### config.mk
export PLATFORM = sky130hd
export DESIGN_NAME = ps2_mouse_packet_cursor_tracker
export DESIGN_NICKNAME = d
export VERILOG_FILES = /design/src/rtl/core/ps2mct_pkg.sv /design/src/rtl/core/ps2_mouse_packet_cursor_tracker.sv
export SDC_FILE = /design/constraint.sdc
export NUM_CORES = 1
export LEC_CHECK = 0
export ABC_AREA = 1
export BUFFER_PORTS_ARGS = -buffer_cell sky130_fd_sc_hd__buf_2
export CELL_PAD_IN_SITES_DETAIL_PLACEMENT = 1
export CELL_PAD_IN_SITES_GLOBAL_PLACEMENT = 1
export CORE_ASPECT_RATIO = 1.75
export CORE_MARGIN = 3
export CORE_UTILIZATION = 45
export CTS_BUF_LIST = sky130_fd_sc_hd__clkbuf_4 sky130_fd_sc_hd__clkbuf_8
export CTS_CLUSTER_DIAMETER = 60
export DETAILED_ROUTE_END_ITERATION = 12
export GPL_ROUTABILITY_DRIVEN = 0
export GPL_TIMING_DRIVEN = 1
export HOLD_SLACK_MARGIN = 0.02
export PLACE_DENSITY = 0.86
export SLEW_MARGIN = 25
export SYNTH_ARGS = -nofsm -noshare
export SYNTH_HDL_FRONTEND = slang
export SYNTH_SLANG_ARGS = --single-unit
### constraint.sdc
create_clock -name i_clk -period 4.45 [get_ports i_clk]
set_input_delay 0.445 -clock i_clk [delete_from_list [all_inputs] [get_ports i_clk]]
set_output_delay 0.445 -clock i_clk [all_outputs]
set_load 0.03 [all_outputs]
### src/rtl/core/ps2mct_pkg.sv
// Shared constants for the PS/2 mouse packet cursor tracker.
`timescale 1ns / 1ps

package ps2mct_pkg;

    // Configuration port
    localparam int CFG_IDX_BITS  = 2;
    localparam int CFG_DATA_BITS = 13;

    localparam logic [CFG_IDX_BITS-1:0] CFG_SCREEN_WIDTH  = 2'd0;
    localparam logic [CFG_IDX_BITS-1:0] CFG_SCREEN_HEIGHT = 2'd1;
    localparam logic [CFG_IDX_BITS-1:0] CFG_HOLD_POSITION = 2'd2;

    localparam logic [CFG_DATA_BITS-1:0] RST_SCREEN_WIDTH  = 13'd1024;
    localparam logic [CFG_DATA_BITS-1:0] RST_SCREEN_HEIGHT = 13'd768;

    // Controller status and packet bit positions
    localparam int STAT_READY_BIT = 0;
    localparam int STAT_AUX_BIT   = 5;
    localparam int SYNC_BIT       = 3;
    localparam int BUTTON_BITS    = 3;

    // Packet byte counter
    localparam logic [1:0] PKT_LAST = 2'd2;

endpackage

### src/rtl/core/ps2_mouse_packet_cursor_tracker.sv
// Top level: PS/2 mouse three-byte packet decoder with clamped cursor tracking.
//
//  channel | direction | handshake                 | payload
//  --------+-----------+---------------------------+--------------------------------------
//  in      | input     | i_in_valid / o_in_stall   | i_status_byte, i_data_byte
//  out     | output    | o_out_valid / i_out_stall | o_cursor_x, o_cursor_y, o_buttons
//  cfg     | input     | i_cfg_valid / o_cfg_ready | i_cfg_index, i_cfg_data
//
//  A transferred byte is held in the input register, then goes through the decode and clamp
//  logic into the output register. One byte is taken each cycle while the input does not stall.
//  Synchronous active-low reset clears the byte count, the cursor position and the
//  configuration to its defaults. The input stalls only while a result waits in the output
//  register and the output side stalls.
`timescale 1ns / 1ps

module ps2_mouse_packet_cursor_tracker #(
    parameter int COORD_BITS = 12
) (
    input  logic                                  i_clk,
    input  logic                                  i_rst_n,
    // Byte input
    input  logic                                  i_in_valid,
    output logic                                  o_in_stall,
    input  logic [7:0]                            i_status_byte,
    input  logic [7:0]                            i_data_byte,
    // Cursor output
    output logic                                  o_out_valid,
    input  logic                                  i_out_stall,
    output logic [COORD_BITS-1:0]                 o_cursor_x,
    output logic [COORD_BITS-1:0]                 o_cursor_y,
    output logic [ps2mct_pkg::BUTTON_BITS-1:0]    o_buttons,
    // Configuration writes
    input  logic                                  i_cfg_valid,
    output logic                                  o_cfg_ready,
    input  logic [ps2mct_pkg::CFG_IDX_BITS-1:0]   i_cfg_index,
    input  logic [ps2mct_pkg::CFG_DATA_BITS-1:0]  i_cfg_data
);

    // Working width: holds any extent, any coordinate plus a delta, and a sign bit.
    localparam int SW = ((COORD_BITS > ps2mct_pkg::CFG_DATA_BITS) ? COORD_BITS
                         : ps2mct_pkg::CFG_DATA_BITS) + 2;
    localparam logic [SW-1:0] COORD_MAX = {{(SW-COORD_BITS){1'b0}}, {COORD_BITS{1'b1}}};

    // Configuration
    logic [ps2mct_pkg::CFG_DATA_BITS-1:0] r_screen_width;
    logic [ps2mct_pkg::CFG_DATA_BITS-1:0] r_screen_height;
    logic                                 r_hold_position;

    // Input register
    logic       r_in_valid;
    logic [7:0] r_status;
    logic [7:0] r_data;

    // Packet state
    logic [1:0]            r_byte_count;
    logic [1:0]            n_byte_count;
    logic [7:0]            r_pkt_b0;
    logic [7:0]            r_pkt_b1;
    logic [COORD_BITS-1:0] r_pos_x;
    logic [COORD_BITS-1:0] r_pos_y;
    logic [COORD_BITS-1:0] n_pos_x;
    logic [COORD_BITS-1:0] n_pos_y;

    // Output register
    logic                               r_out_valid;
    logic [COORD_BITS-1:0]              r_cursor_x;
    logic [COORD_BITS-1:0]              r_cursor_y;
    logic [ps2mct_pkg::BUTTON_BITS-1:0] r_buttons;

    logic          advance;
    logic          byte_ok;
    logic          emit;
    logic          store_b0;
    logic          store_b1;
    logic [7:0]    dx;
    logic [7:0]    dy;
    logic [SW-1:0] sum_x;
    logic [SW-1:0] sum_y;
    logic [SW-1:0] hi_x;
    logic [SW-1:0] hi_y;

    function automatic logic [SW-1:0] upper_bound(
        input logic [ps2mct_pkg::CFG_DATA_BITS-1:0] extent
    );
        logic [SW-1:0] m;
        begin
            m = (extent == '0) ? '0 : SW'(extent) - SW'(1);
            upper_bound = (m > COORD_MAX) ? COORD_MAX : m;
        end
    endfunction

    function automatic logic [COORD_BITS-1:0] clamp_coord(
        input logic [SW-1:0] v,
        input logic [SW-1:0] hi
    );
        logic [SW-1:0] c;
        begin
            if (v[SW-1]) begin
                c = '0;
            end else if (v > hi) begin
                c = hi;
            end else begin
                c = v;
            end
            clamp_coord = c[COORD_BITS-1:0];
        end
    endfunction

    // The pipeline moves unless a result is parked in the output register.
    assign advance     = !(r_out_valid && i_out_stall);
    assign o_in_stall  = r_in_valid && !advance;
    assign o_cfg_ready = 1'b1;

    assign o_out_valid = r_out_valid;
    assign o_cursor_x  = r_cursor_x;
    assign o_cursor_y  = r_cursor_y;
    assign o_buttons   = r_buttons;

    always_comb begin
        byte_ok  = r_in_valid && r_status[ps2mct_pkg::STAT_READY_BIT]
                   && r_status[ps2mct_pkg::STAT_AUX_BIT];
        store_b0 = 1'b0;
        store_b1 = 1'b0;
        emit     = 1'b0;
        n_byte_count = r_byte_count;

        if (byte_ok) begin
            if (r_byte_count != ps2mct_pkg::PKT_LAST) begin
                store_b0     = !r_byte_count[0];
                store_b1     = r_byte_count[0];
                n_byte_count = r_byte_count + 2'd1;
            end else begin
                n_byte_count = '0;
                emit         = r_pkt_b0[ps2mct_pkg::SYNC_BIT];
            end
        end

        dx = r_hold_position ? 8'd0 : r_pkt_b1;
        dy = r_hold_position ? 8'd0 : r_data;

        // X moves right with a positive delta; screen Y grows downward.
        sum_x = {{(SW-COORD_BITS){1'b0}}, r_pos_x} + {{(SW-8){dx[7]}}, dx};
        sum_y = {{(SW-COORD_BITS){1'b0}}, r_pos_y} - {{(SW-8){dy[7]}}, dy};
        hi_x  = upper_bound(r_screen_width);
        hi_y  = upper_bound(r_screen_height);

        n_pos_x = clamp_coord(sum_x, hi_x);
        n_pos_y = clamp_coord(sum_y, hi_y);
    end

    always_ff @(posedge i_clk) begin
        if (!i_rst_n) begin
            r_screen_width  <= ps2mct_pkg::RST_SCREEN_WIDTH;
            r_screen_height <= ps2mct_pkg::RST_SCREEN_HEIGHT;
            r_hold_position <= 1'b0;
        end else if (i_cfg_valid) begin
            case (i_cfg_index)
                ps2mct_pkg::CFG_SCREEN_WIDTH:  r_screen_width  <= i_cfg_data;
                ps2mct_pkg::CFG_SCREEN_HEIGHT: r_screen_height <= i_cfg_data;
                ps2mct_pkg::CFG_HOLD_POSITION: r_hold_position <= i_cfg_data[0];
                default: ;
            endcase
        end
    end

    always_ff @(posedge i_clk) begin
        if (!i_rst_n) begin
            r_in_valid <= 1'b0;
        end else if (!o_in_stall) begin
            r_in_valid <= i_in_valid;
        end
    end

    always_ff @(posedge i_clk) begin
        if (!o_in_stall && i_in_valid) begin
            r_status <= i_status_byte;
            r_data   <= i_data_byte;
        end
    end

    always_ff @(posedge i_clk) begin
        if (!i_rst_n) begin
            r_byte_count <= '0;
            r_pos_x      <= '0;
            r_pos_y      <= '0;
            r_out_valid  <= 1'b0;
        end else if (advance) begin
            r_byte_count <= n_byte_count;
            r_out_valid  <= emit;
            if (emit) begin
                r_pos_x <= n_pos_x;
                r_pos_y <= n_pos_y;
            end
        end
    end

    always_ff @(posedge i_clk) begin
        if (advance) begin
            if (store_b0) begin
                r_pkt_b0 <= r_data;
            end
            if (store_b1) begin
                r_pkt_b1 <= r_data;
            end
            if (emit) begin
                r_cursor_x <= n_pos_x;
                r_cursor_y <= n_pos_y;
                r_buttons  <= r_pkt_b0[ps2mct_pkg::BUTTON_BITS-1:0];
            end
        end
    end

endmodule

==> impl_metrics.csv, run 1 <==
group,metric,value,unit
synth,ys_warn_count,0,
synth,synth_edf_count,49,
grt,grt_usage,0.239,
clock_network,cts_hold_buf,0,
synth,syn_area,7300,um2
setup_path,crit_type,"reg -> reg",
synth,synth_common_cells,"305 x nand2_1, 174 x inv_1, 76 x nor2_1, 62 x nand3_1, 62 x o21ai_0",
finish,multi_input_area,3900,um2
floorplanning,die_w,102,um
synth,synth-compound-area-share,0.102,
timing,relSlewSlack,0.438,
power,combPwrFrac,0.273,
finish,finalInstanceArea,7930,um2
finish,drive_above_1_share,0.135,
finish,final_core_util,0.500,
synth,synthXorXnorAreaFrac,0.0168,
power,clkPwrFrac,0.270,
synth,synth_top_family_by_area,"simple AND/OR/NAND/NOR gates",
timing,tightest_slew,0.843,ns
placed_design,dp.cells,1265,
min_path,hp-class,"in -> reg",
routing,antenna_left,0,
floorplanning,placementRows,61,
timing,fmax,255,MHz
timing,period_minus_slack,3.92,ns
synth,synth_cells,1032,
clock_network,cts_root_buf,"clkbuf_8",
synth,synthMuxAreaShare,0,
floorplanning,dieArea,17800,um2
floorplanning,coreArea,15900,um2
min_path,worstHoldStart,"i_data_byte[0]",
min_path,hold_depth,1,
timing,hold_viol,0,
timing,setup-violations-final,0,
power,switching_power,829,uW
power,p_seq_frac,0.457,
timing,fin_skew,0.0280,ns
clock_network,h-tree-depth,3,
grt,grt_pass1_wl,33.6,mm
min_path,holdPathEnd,"r_data[0]$_DFFE_PP_",
synth,synth_top_cell_by_area,"edfxtp_1",
floorplanning,io_pins,66,
finish,final_nets,1183,
routing,drt_wl_total,20.1,mm
timing,layout_setup_ws,0.532,ns
synth,async_flop_share,0,
grt,gr-total-overflow,0,
placed_design,place_hpwl,16.6,mm
timing,period_share,0.881,
routing,routedWlPerCell,15.7,um
clock_network,clk_pin_slew_worst_paths,0.12,ns
power,finalPower,2.29,mW
synth,seq_area_frac_synth,0.353,
grt,grt_pass1_vias,7071,
timing,fin_tns_setup,0,ns
floorplanning,die_y,174,um
power,swShare,0.361,
setup_path,rr_endpoint,"r_pos_x[4]$_SDFFE_PN0P_",
power,peakVddDrop,0.148,mV
timing,whs,0.218,ns
placed_design,io_buffer_count,58,
synth,synth_top_area_share,0.202,
routing,dr.pass1.iters,4,
finish,diodes,0,
setup_path,worstPathMaxFanout,11,
status,status,"finished, final reports clean",
setup_path,cp-end-kind,"register",
finish,register_area,2570,um2
floorplanning,start_util,0.460,
flow_run,cap_viol_max_count,0,
clock_network,cts_tree,"built",
finish,area_growth,8.73,%
routing,drc_errors,0,
power,leakagePower,4.37,nW
synth,synth_area_leaders,"edfxtp_1 20%, nand2_1 16%, dfxtp_1 15%",
timing,slew_viol_final,0,
timing,grt_setup_unrepaired,"no",
synth,syn_area_per_cell,7.07,um2
synth,synth-simple-area-share,0.308,
clock_network,cts_buffer_depth,2,
setup_path,ff2ff_path_depth,24,
setup_path,regToRegSetupSlack,0.53,ns
synth,synth_adder_area_share,0.105,
placed_design,preCtsSetupSlack,0.540,ns
setup_path,regToRegStartpoint,"r_hold_position$_SDFFE_PN0P_",
power,powerDensity,289,nW/um2
clock_network,clkLatencyLatePin,0.40,ns
finish,nFillCells,2128,
placed_design,placed_area,7720,um2
setup_path,cp.arrival,4.25,ns
grt,grt_max_degree,54,
finish,final_cells,1281,
synth,ys_ff_latch,104,
grt,antenna_found_initial,0,
setup_path,cp-start-kind,"register",
clock_network,clock_sinks,104,
synth,yosysMostFrequentCell,"nand2_1",
routing,drtIter0Drc,246,
synth,ys_types,39,
power,power.internal,1.47,mW
synth,synth_flop_cell,"dfxtp_1",
routing,via_per_inst,5.21,
routing,vias,6676,
clock_network,numCtsBuffers,9,
setup_path,worst_ep_required_time,4.78,ns
[worst max-delay path by stage]
stage | startpoint | endpoint | slack [ns] | cells after the start
after CTS | r_hold_position$_SDFFE_PN0P_ | r_pos_x[4]$_SDFFE_PN0P_ | 0.47 | 24
after global placement | r_hold_position$_SDFFE_PN0P_ | o_cursor_y[6]$_DFFE_PP_ | 0.67 | 25
after floorplan | r_hold_position$_SDFFE_PN0P_ | o_cursor_x[6]$_DFFE_PP_ | 1.0 | 25
final | r_hold_position$_SDFFE_PN0P_ | r_pos_x[4]$_SDFFE_PN0P_ | 0.53 | 24
after global routing | r_hold_position$_SDFFE_PN0P_ | r_pos_x[4]$_SDFFE_PN0P_ | 0.03 | 24
after detailed placement | r_hold_position$_SDFFE_PN0P_ | r_pos_x[4]$_SDFFE_PN0P_ | 0.54 | 24
[power by group through the flow]
stage / Combinational (mW) / Clock [mW] / Sequential, mW
finish: 0.626 / 0.619 / 1.05
CTS: 0.632 / 0.635 / 1.05
global route: 0.724 / 0.665 / 1.05
global placement: 0.598 / 0 / 1.07
floorplan: 0.472 / 0 / 1.06
detailed placement: 0.623 / 0 / 1.07
[logic make-up (layout without fill, tap and decap cells)]
kind of cell / after synthesis / count (layout)
AOI/OAI and AO/OA: 137 / 137
xor gates and xnor gates: 14 / 14
adders and majority gates: 60 / 60
buffers and inverters: 203 / 259
DFF: 104 / 104
other: 1 / 5
and+or+nand+nor: 513 / 513
[cell usage in the layout, fill, tap and decap left out, types with 2 or more instances in the layout]
| master | count |
|---|---|
| o211ai_1 | 3 |
| buf_4 | 7 |
| fa_1 | 2 |
| nand2_1 | 304 |
| clkbuf_8 | 9 |
| and2_1 | 3 |
| clkinvlp_4 | 2 |
| ha_1 | 58 |
| inv_8 | 3 |
| conb_1 | 5 |
| nor2_2 | 7 |
| a21oi_2 | 10 |
| clkinv_8 | 2 |
| nor2_1 | 76 |
| nand3_1 | 62 |
| nand4_1 | 11 |
| edfxtp_1 | 49 |
| buf_2 | 58 |
| nand3b_1 | 2 |
| a21oi_1 | 57 |
| nor2_4 | 3 |
| a21o_1 | 2 |
| inv_1 | 172 |
| xor2_1 | 11 |
| o21bai_1 | 3 |
| xnor2_1 | 3 |
| nand2_2 | 30 |
| dfxtp_1 | 55 |
| inv_2 | 4 |
| o21ai_0 | 62 |
| nand3_2 | 4 |
| nand2_4 | 4 |
| nor3_1 | 3 |
[cell type report]
| class | instances | share of cell area |
|---|---|---|
| multi-input cells | 729 | 0.492 |
| flip-flops and latches | 104 | 0.324 |
| inverters | 178 | 0.0847 |
| repair buffers | 65 | 0.0432 |
| well taps | 189 | 0.0298 |
| clock buffers | 9 | 0.0156 |
| clock inverters | 7 | 0.0104 |
[per-layer routing]
metal	vias up	share of wire	routed length, um	global-route usage
met1	3179	0.36	7250	0.240
met3	52	0.013	259	0.0205
met2	85	0.59	11800	0.476
met5	-	0	0	0
li1	3360	-	-	-
met4	0	0.041	823	0.102
[timing repair]
action / CTS / global route
setup buffers: 0 / 0
gates resized for setup: 0 / 2
endpoints found under the setup margin: 0 / 6
[worst max-delay path, stage by stage, from the launching register on]
cell and delay, ns:
dfxtp_1 0.37, clkinv_1 0.11, nand2_1 0.16, inv_1 0.17, ha_1 0.38, a21o_1 0.21
a21oi_1 0.17, nand3_1 0.09, nand2_1 0.09, inv_1 0.04, o21ai_0 0.19, nand2_1 0.07
nand2_1 0.06, nand2_1 0.09, ha_1 0.30, nand2_1 0.10, nor3_1 0.22, nand2_1 0.07
nand2_1 0.08, nand2_1 0.08, inv_1 0.26, nand2_1 0.15, nand2_1 0.09, nand2_1 0.12
a21oi_1 0.17
[registers in the layout, summed over array words and instances, names as in the netlist, 4 cells and up]
signal / cells
r_pkt_b1: 8
r_pos_y: 12
r_pos_x: 12
r_screen_height: 13
r_data: 8
o_cursor_x: 12
r_pkt_b0: 4
r_screen_width: 13
o_cursor_y: 12
Power figures use the tool's default switching activity.
==> run 2: changes to the inputs <==
ABC_CLOCK_PERIOD_IN_PS = 4450   (was not set)
PLACE_DENSITY = 0.88   (was 0.86)
==> run 2 against run 1 <==
Net effect: first-iteration DRC count is 18% higher; flip-flop and latch count stayed put; cell count hardly changed; critical path type unchanged; critical endpoint is now o_cursor_x[6]$_DFFE_PP_; largest cell class unchanged; highest routed layer unchanged.
==> impl_metrics.csv, run 2 (synthesis gave the netlist of run 1 again) <==
group,metric,value,unit
status,status,"finished, final reports clean",
finish,final_core_util,0.499,
finish,drive_above_1_share,0.133,
flow_run,cap_viol_max_count,0,
min_path,holdPathEnd,"r_data[2]$_DFFE_PP_",
timing,slew_viol_final,0,
floorplanning,dieArea,17800,um2
routing,routedWlPerCell,16.5,um
floorplanning,die_y,174,um
finish,final_cell_mix,"305 x nand2_1, 173 x inv_1, 76 x nor2_1",
placed_design,io_buffer_count,58,
clock_network,cts_buffer_depth,2,
timing,tightest_slew,0.921,ns
clock_network,cts_tree,"built",
routing,dr.pass1.iters,4,
setup_path,rr_endpoint,"o_cursor_x[6]$_DFFE_PP_",
setup_path,cp-end-kind,"register",
finish,final_nets,1183,
grt,antenna_found_initial,1,
setup_path,worstPathMaxFanout,11,
clock_network,clock_sinks,104,
setup_path,worst_ep_required_time,4.61,ns
grt,grt_pass1_vias,7244,
timing,setup-violations-final,0,
setup_path,ff2ff_path_depth,23,
finish,final_cells,1282,
setup_path,path_common_cell,"nand2_1",
routing,drc_errors,0,
finish,final_common_cell,"nand2_1",
timing,fmax,253,MHz
floorplanning,placementRows,61,
floorplanning,io_pins,66,
timing,relSlewSlack,0.386,
clock_network,cts_hold_buf,0,
clock_network,numCtsBuffers,9,
min_path,hp-class,"in -> reg",
setup_path,critPathBufInv,5,
routing,drt_wl_total,21.2,mm
clock_network,clk_pin_slew_worst_paths,0.12,ns
grt,gr-total-overflow,0,
timing,fin_skew,0.0171,ns
setup_path,regToRegStartpoint,"r_hold_position$_SDFFE_PN0P_",
timing,period_share,0.890,
timing,period_minus_slack,3.96,ns
clock_network,postCtsSetupBuffers,0,
setup_path,path_delay_family,"simple AND/OR/NAND/NOR gates",
min_path,hold_depth,1,
placed_design,dp.cells,1265,
clock_network,clkLatencyLatePin,0.39,ns
timing,fin_tns_setup,0,ns
setup_path,cp_slowest_cell,"ha_1",
grt,grt_max_degree,54,
finish,reg_top3,"r_screen_height: 13 flops, r_screen_width: 13 flops",
placed_design,place_hpwl,17.2,mm
timing,grt_setup_unrepaired,"no",
setup_path,cp.arrival,4.12,ns
floorplanning,coreArea,15900,um2
routing,vias,6791,
clock_network,cts_root_buf,"clkbuf_8",
timing,hold_viol,0,
power,peakVddDrop,0.146,mV
min_path,worstHoldStart,"i_data_byte[2]",
setup_path,cp-start-kind,"register",
routing,drtIter0Drc,291,
floorplanning,start_util,0.460,
power,leakagePower,4.37,nW
finish,nFillCells,2136,
setup_path,regToRegSetupSlack,0.49,ns
clock_network,h-tree-depth,3,
power,powerDensity,291,nW/um2
floorplanning,die_w,102,um
routing,via_per_inst,5.30,
finish,area_growth,8.54,%
grt,grt_usage,0.247,
setup_path,crit_type,"reg -> reg",
setup_path,path_cells,"clkinv_1 -> nand2_1 -> inv_1 -> ha_1 -> a21o_1 -> a21oi_1 -> nand3_1 -> nand2_1 -> inv_1 -> o21ai_0 -> nand2_1 -> nand2_1 -> nand2_1 -> ha_1 -> nand2_1 -> nor3_1 -> nand3_1 -> nand2_1 -> inv_1 -> nand2_1 -> nand2_1 -> nand2_1 -> inv_1",
clock_network,cts.repair.resized,0,
routing,antenna_left,0,
setup_path,critPathMaxStageDelay,0.39,ns
grt,grt_pass1_wl,34.4,mm
-- run 2: cell types whose count changed in the layout (fill, tap and decap cells not counted) --
cell,change
clkinvlp_2,+1
diode_2,+1
inv_1,+1
nand2_2,-1
clkinv_8,-1
clkinv_4,+1
clkinvlp_4,-2
nand2_1,+1
-- run 2: worst max path at each step --
stage                                      start                 endpoint  depth (start not counted)
global placement    r_hold_position$_SDFFE_PN0P_  o_cursor_x[6]$_DFFE_PP_                         24
finish              r_hold_position$_SDFFE_PN0P_  o_cursor_x[6]$_DFFE_PP_                         23
detailed placement  r_hold_position$_SDFFE_PN0P_  o_cursor_x[6]$_DFFE_PP_                         25
global route        r_hold_position$_SDFFE_PN0P_  r_pos_x[4]$_SDFFE_PN0P_                         24
floorplan           r_hold_position$_SDFFE_PN0P_  o_cursor_x[6]$_DFFE_PP_                         25
CTS                 r_hold_position$_SDFFE_PN0P_  o_cursor_x[6]$_DFFE_PP_                         23
-- run 2: stage by stage --
step | hold WS, ns | setup WS, ns | instance area, um2 | power [mW]
6_report | 0.227 | 0.490 | 7920 | 2.30
5_1_grt | 0.208 | 0.0511 | 7920 | 2.44
4_1_cts | 0.214 | 0.479 | 7920 | 2.32
3_5_place_dp | 0.408 | 0.564 | 7720 | 1.71
3_3_place_gp | 0.401 | 0.728 | 7720 | 1.67
2_1_floorplan | 0.400 | 0.999 | 7310 | 1.54
-- run 2: where the power goes --
group | switching, mW | internal [mW]
sequential | 0.0200 | 1.03
clock | 0.391 | 0.222
combinational | 0.432 | 0.210
-- run 2: final cells by class --
| cell class | count | area (um2) | area share |
|---|---|---|---|
| Inverter | 178 | 668 | 0.0844 |
| Timing Repair Buffer | 65 | 343 | 0.0433 |
| Tap cell | 189 | 236 | 0.0299 |
| Sequential cell | 104 | 2570 | 0.325 |
| Antenna cell | 1 | 2.50 | 0.000316 |
| Clock buffer | 9 | 124 | 0.0156 |
| Clock inverter | 7 | 72.6 | 0.00916 |
| Multi-Input combinational cell | 729 | 3900 | 0.493 |
-- run 2: worst register-to-register path: stages (launching register included) --
cell and delay (ns):
dfxtp_1 0.36, clkinv_1 0.10, nand2_1 0.15, inv_1 0.17, ha_1 0.39, a21o_1 0.22, a21oi_1 0.17, nand3_1 0.09
nand2_1 0.09, inv_1 0.04, o21ai_0 0.22, nand2_1 0.08, nand2_1 0.06, nand2_1 0.09, ha_1 0.33, nand2_1 0.10
nor3_1 0.20, nand3_1 0.13, nand2_1 0.16, inv_1 0.20, nand2_1 0.13, nand2_1 0.05, nand2_1 0.14, inv_1 0.06
-- run 2: layer usage --
| layer | vias to the layer above | global-route usage | part of all wire |
|---|---|---|---|
| met5 | - | 0 | 0 |
| li1 | 3368 | - | - |
| met3 | 73 | 0.0225 | 0.018 |
| met2 | 124 | 0.488 | 0.58 |
| met4 | 0 | 0.135 | 0.058 |
| met1 | 3226 | 0.236 | 0.34 |
